--- src/rtl/assert_macros.svh ---
// Assertion macros shared by the RTL files that check themselves.
// Depends on nothing; expects aclk and aresetn in the including scope.
`ifndef ASSERT_MACROS_SVH
`define ASSERT_MACROS_SVH

// Checked at every clock edge outside reset.
`define RHN_ASSERT(label, prop) \
    label: assert property (@(posedge aclk) disable iff (!aresetn) prop) \
        else $error("assertion failed");

// Checked at every clock edge, reset included.
`define RHN_ASSERT_ALWAYS(label, prop) \
    label: assert property (@(posedge aclk) prop) \
        else $error("assertion failed");

`endif

--- src/rtl/rhn_pkg.sv ---
// Types, constants and helper functions of the RGB histogram normalizer.
// Depends on nothing; used by every module of the block.
`timescale 1ns / 1ps

package rhn_pkg;

    localparam int BINS       = 16;
    localparam int COUNT_W    = 23;
    localparam int LEVEL_W    = 8;
    localparam int BIN_W      = 4;
    localparam int PLANE_W    = 2;
    localparam int NUM_PLANES = 3;
    localparam int Q_W        = 16;
    localparam int PROD_W     = 2 * COUNT_W;
    localparam int SUM_W      = 2 * COUNT_W + 6;
    localparam int ROOT_W     = SUM_W / 2;
    localparam int REM_W      = ROOT_W + 1;
    localparam int DSTEP_W    = $clog2(Q_W);
    localparam int FIFO_DEPTH = 4;
    localparam int FIFO_AW    = $clog2(FIFO_DEPTH);

    localparam logic [Q_W-1:0] Q_ONE = Q_W'(32768);

    typedef logic [BIN_W-1:0]   bin_t;
    typedef logic [COUNT_W-1:0] count_t;

    typedef struct packed {
        logic [LEVEL_W-1:0] blue_level;
        logic [LEVEL_W-1:0] green_level;
        logic [LEVEL_W-1:0] red_level;
        logic               last_pixel;
    } pixel_t;

    typedef struct packed {
        logic [Q_W-1:0]     normalized_value;
        logic [PLANE_W-1:0] color_plane;
        bin_t               bin_number;
        logic               final_value;
    } result_t;

    typedef struct packed {
        bin_t blue_bin;
        bin_t green_bin;
        bin_t red_bin;
        logic last;
    } bin_item_t;

    typedef enum logic [2:0] {
        ST_ACCUM,
        ST_SUM,
        ST_ROOT,
        ST_DIV,
        ST_PUT
    } back_state_t;

    function automatic bin_t level_to_bin(input logic [LEVEL_W-1:0] level);
        logic [LEVEL_W+BIN_W:0] prod;
        prod = {1'b0, level, {BIN_W{1'b0}}} >> BIN_W;
        prod = prod * (LEVEL_W + BIN_W + 1)'(BINS);
        return BIN_W'(prod >> LEVEL_W);
    endfunction

    function automatic count_t sat_inc(input count_t c);
        return (&c) ? c : c + COUNT_W'(1);
    endfunction

endpackage

--- src/rtl/rhn_fifo.sv ---
// Small flop-based queue of classified pixels between front and back.
// Depends on rhn_pkg.
`timescale 1ns / 1ps

module rhn_fifo (
    input  logic               aclk,
    input  logic               aresetn,
    input  logic               push_valid,
    output logic               push_ready,
    input  rhn_pkg::bin_item_t push_data,
    output logic               pop_valid,
    input  logic               pop_ready,
    output rhn_pkg::bin_item_t pop_data
);
    import rhn_pkg::*;

    bin_item_t              slot_reg [FIFO_DEPTH];
    logic [FIFO_AW-1:0]     wr_ptr_reg, wr_ptr_next;
    logic [FIFO_AW-1:0]     rd_ptr_reg, rd_ptr_next;
    logic [FIFO_AW:0]       fill_reg, fill_next;
    logic                   do_push, do_pop;

    assign push_ready = (fill_reg != (FIFO_AW+1)'(FIFO_DEPTH));
    assign pop_valid  = (fill_reg != '0);
    assign pop_data   = slot_reg[rd_ptr_reg];
    assign do_push    = push_valid && push_ready;
    assign do_pop     = pop_valid && pop_ready;

    always_comb begin
        wr_ptr_next = do_push ? wr_ptr_reg + FIFO_AW'(1) : wr_ptr_reg;
        rd_ptr_next = do_pop ? rd_ptr_reg + FIFO_AW'(1) : rd_ptr_reg;
        fill_next   = fill_reg;
        if (do_push && !do_pop) begin
            fill_next = fill_reg + (FIFO_AW+1)'(1);
        end else if (do_pop && !do_push) begin
            fill_next = fill_reg - (FIFO_AW+1)'(1);
        end
    end

    always_ff @(posedge aclk) begin
        if (!aresetn) begin
            wr_ptr_reg <= '0;
            rd_ptr_reg <= '0;
            fill_reg   <= '0;
        end else begin
            wr_ptr_reg <= wr_ptr_next;
            rd_ptr_reg <= rd_ptr_next;
            fill_reg   <= fill_next;
        end
    end

    always_ff @(posedge aclk) begin
        if (do_push) begin
            slot_reg[wr_ptr_reg] <= push_data;
        end
    end

endmodule

--- config.mk ---
export PLATFORM = sky130hd
export DESIGN_NAME = rhn_fifo
export DESIGN_NICKNAME = d
export VERILOG_FILES = /design/src/rtl/assert_macros.svh /design/src/rtl/rhn_pkg.sv /design/src/rtl/rhn_fifo.sv
export SDC_FILE = /design/constraint.sdc
export NUM_CORES = 1
export LEC_CHECK = 0
export ABC_CLOCK_PERIOD_IN_PS = 2400
export BUFFER_PORTS_ARGS = -buffer_cell sky130_fd_sc_hd__buf_4
export CORE_MARGIN = 10
export CORE_UTILIZATION = 35
export CTS_BUF_LIST = sky130_fd_sc_hd__clkbuf_16
export CTS_CLUSTER_DIAMETER = 30
export DETAILED_ROUTE_END_ITERATION = 10
export PLACE_DENSITY = 0.6
export SYNTH_ARGS = -nofsm -noshare
export SYNTH_HDL_FRONTEND = slang
export SYNTH_SLANG_ARGS = --single-unit
--- constraint.sdc ---
create_clock -name aclk -period 2.4 [get_ports aclk]
set_clock_uncertainty 0.15 [all_clocks]
set_input_delay 0 -clock aclk [delete_from_list [all_inputs] [get_ports aclk]]
set_output_delay 0 -clock aclk [all_outputs]
set_load 0.03 [all_outputs]
==> results.env <==
MIN-DELAY-PATH-CLASS='input port to register'
GRT_MAX_DEGREE=14
WORST-R2R-SETUP-SLACK_NS=0.16
DRT-PASS1-ITER-COUNT=4
FLOORPLAN.INITIALDENSITY=0.3549
FINAL_HOLD_VIOL_COUNT=0
YOSYSTOPAREACELLSHARE=0.6548
SETUP_VIOLATIONS=0
LARGEST_REG_FLOPS=52
WORST_SETUP_PATH_END_KIND='register'
CRITICAL_PATH_START_END_CLASSIFICATION='register to register'
DIE_HEIGHT_UM=102.5
RUN_STATUS='completed'
YS.FLOP_TYPE='edfxtp_1'
PLACED_CELL_AREA_UM2=2743
YS_TOP_CELLS_BY_AREA='edfxtp_1 (65%), mux4_2 (10%), dfxtp_1 (7.6%), ha_1 (2.6%), mux4_1 (2.2%)'
ARRIVAL_NS=2.32
WORSTREGTOREGCELLS=8
REGISTER_AREA_UM2=1744
GRT_REMAINING_OVERFLOW=0
WORSTMARGINPINSLEW_NS=0.6565
GRT_PASS1_VIAS=1352
GRT_SETUP_UNREPAIRED='false'
CP.BUFFERS_INVERTERS=1
VIA_COUNT=1234
POWER.CLOCK.FRACTION=0.329
YS_SEQ_ELEMENTS=61
CTS-HTREE-LEVELS=3
ASYNCSETRESETFLOPFRACSYNTH=0
MAXSLEWVIOLCOUNT=0
MAXSLEWHEADROOM=0.5617
BOUNDARYPINS=32
POST-SYNTH-TOP-AREA-CELL='edfxtp_1'
INTPOWER_uW=2574
SYNTH.YOSYS.SEQ_AREA_SHARE=0.7303
FIN_CRIT_NS=2.241
RR_STARTPOINT='fill_reg[0]'
ROUTE.DETAILED.WL_PER_INST_UM=16.49
TRITONCTS.NUM_BUFFERS=9
DIE_WIDTH_UM=102.5
PATH_MAX_FANOUT=6
GRT_FIRST_PASS_WIRELENGTH_UM=6893
ANT_NETS=0
GP_ROUTABILITY_CONGESTION=0.7686
ROUTED_WIRELENGTH_UM=4288
YOSYSWARNINGCOUNT=0
POST_SYNTH_NUM_CELL_TYPES=24
ANTENNA_CELLS_INSERTED=0
DRT_DRC_VIOLATIONS_LEFT=0
FINAL_LAYOUT_SIZE_SUFFIX_GT1_FRAC=0.3833
TIMING.CRITICAL_PATH.SLOWEST_STAGE_CELL='dfxtp_2'
CRITICAL_PATH_CELL_COUNT=8
FINALINSTANCEAREA_UM2=3187
COMBPWRFRAC=0.282
SWITCH_PWR_uW=1064
P_PER_AREA_nW_PER_UM2=1142
TIMING.CRITICAL_PATH.FROM_TYPE='register'
AVGVIACOUNTPERCELL=4.746
CTS_TREE='yes'
MULTI_INPUT_AREA_UM2=611.8
FINAL_NET_COUNT=199
FLOW.AREA_GROWTH_FROM_SYNTHESIS_PCT=33.63
DRTITER0DRC=17
P_LEAK_uW=0.001156
WHS_PATH_DEPTH=4
WORSTREG2REGEND='fill_reg[2]'
CRITICAL_PATH_REQUIRED_NS=2.48
CRIT_END='fill_reg[2]'
POST_SYNTHESIS_MEAN_INSTANCE_AREA_UM2=20.74
POWER.IR.VDD_WORST_mV=0.5357
CRITICAL_PATH.STARTPOINT='fill_reg[0]'
SYNTH-EDFF-COUNT=52
ANTENNA_FOUND_INITIAL=0
POST-DP-HPWL_UM=2923
GLOBALROUTETOTALUTIL=0.09003
PLACEMENT_ROWS=30
PORT_BUFFERS=31
MAX_CAP_VIOL_COUNT=0
DIE-AREA_UM2=10520
CLK_ROOT_BUFFER_CELL='clkbuf_16'
COREAREA_UM2=6719
P_SEQ_FRAC=0.389
FIN_TNS_SETUP_NS=0
WORST_PATH_LARGEST_CELL_DELAY_NS=0.43
CTS_BUFFER_DEPTH=2
TIMING.FINAL.CRIT_SHARE=0.9336
CLK_TRANSITION_REPORTED_PATHS_NS=0.05
CTS.REPAIR_TIMING.SETUP_BUFFER_COUNT=0
N_FILL_CELL=565
WORSTSKEWPAIRLATENCY_NS=0.32
MAXCLOCKFREQUENCY_MHz=446.3
SYNTH.NET_COUNT=138
SYN_INST=115
CRITPATHTOPFAMILY='adder cells'
SWITCHING_FRACTION_OF_TOTAL_POWER=0.2925
POST_SYNTH_INSTANCE_AREA_UM2=2385
WORST_PATH_CELL_CHAIN='nor2_2, a21boi_4, ha_1, inv_1, fa_1, xor2_1, or3_1, a21boi_0'
CTS_NUM_SINKS=61
## worst min-delay path, delay by kind of cell
kind,cells,cell delay [ns]
buffers and inverters,2,0.23
AOI/OAI and AO/OA,1,0.18
muxes,1,0.07
## power groups by stage
stage / clock network [uW] / logic, uW / registers, uW
final: 1200 / 1030 / 1420
after global routing: 1270 / 1110 / 1440
after CTS: 1230 / 1050 / 1420
after detailed placement: 0 / 1020 / 1440
after global placement: 0 / 991 / 1430
after floorplan: 0 / 712 / 1390
## timing repair
action	CTS	global route
endpoints found under the setup margin	0	1
endpoints found under the hold margin	61	0
resized for setup	0	2
hold buffers	16	0
## synthesized netlist by cell type, types with 2 or more instances
| cell type | n |
|---|---|
| nand2_1 | 5 |
| ha_1 | 5 |
| xnor2_1 | 3 |
| inv_1 | 3 |
| and2_1 | 8 |
| edfxtp_1 | 52 |
| dfxtp_1 | 9 |
| mux4_2 | 11 |
| mux4_1 | 2 |
| mux2i_1 | 3 |
## cell type report
type	count	area share
Sequential cell	61	0.5473
Multi-Input combinational cell	48	0.1920
Timing Repair Buffer	53	0.1374
Clock buffer	9	0.07067
Tap cell	80	0.03141
Clock inverter	6	0.01767
Inverter	3	0.003534
## stage by stage
step / power [uW] / hold slack (ns) / cells / setup slack, ns / utilization
floorplan: 2106 / -0.05113 / 115 / 0.1947 / -
global placement: 2417 / 0.04975 / 229 / 0.2526 / 0.4082
detailed placement: 2455 / 0.05544 / 229 / 0.03057 / 0.4082
CTS: 3703 / 0.05983 / 260 / 0.003718 / 0.4739
global route: 3808 / 0.08433 / 260 / 0.03932 / 0.4743
finish: 3639 / 0.06923 / 260 / 0.1592 / 0.4743
## kinds of logic (layout without fill, tap and decap cells)
logic type	count (synthesis)	in the layout	share of synthesized area
flip-flops	61	61	0.7303
AND/OR/NAND/NOR	17	17	0.03988
multiplexers	16	16	0.1385
adder cells (fa/ha/maj)	6	6	0.03463
buffers and inverters	6	71	0.01311
AO/OA/AOI/OAI	5	5	0.02886
XOR/XNOR	4	4	0.01469
## cells in the final DEF (no fill, tap or decap), types with 2 or more instances in the layout
cell	count
mux4_1	2
and2_1	8
nand2_1	5
dfxtp_2	2
mux4_2	11
dfxtp_1	7
edfxtp_1	52
inv_1	4
dlygate4sd3_1	16
buf_4	37
clkbuf_16	9
xnor2_1	3
ha_1	5
mux2i_1	3
clkinv_2	3
## metal layers
metal,part of all wire,up-vias,GRT usage
met5,0,-,0
met2,0.50,30,0.1433
met1,0.42,618,0.09691
li1,-,578,-
met3,0.069,8,0.03954
met4,0.018,0,0.05531
## how the worst min path moves through the flow
stage / start / end / slack [ns]
finish: push_valid / wr_ptr_reg[1] / 0.07
global route: push_valid / wr_ptr_reg[1] / 0.08
CTS: push_valid / wr_ptr_reg[1] / 0.06
detailed placement: push_data[1] / slot_reg[3][1] / 0.06
global placement: push_data[11] / slot_reg[1][11] / 0.05
floorplan: push_data[0] / slot_reg[0][0] / -0.05
No activity file was read; power rests on OpenSTA's default activity.
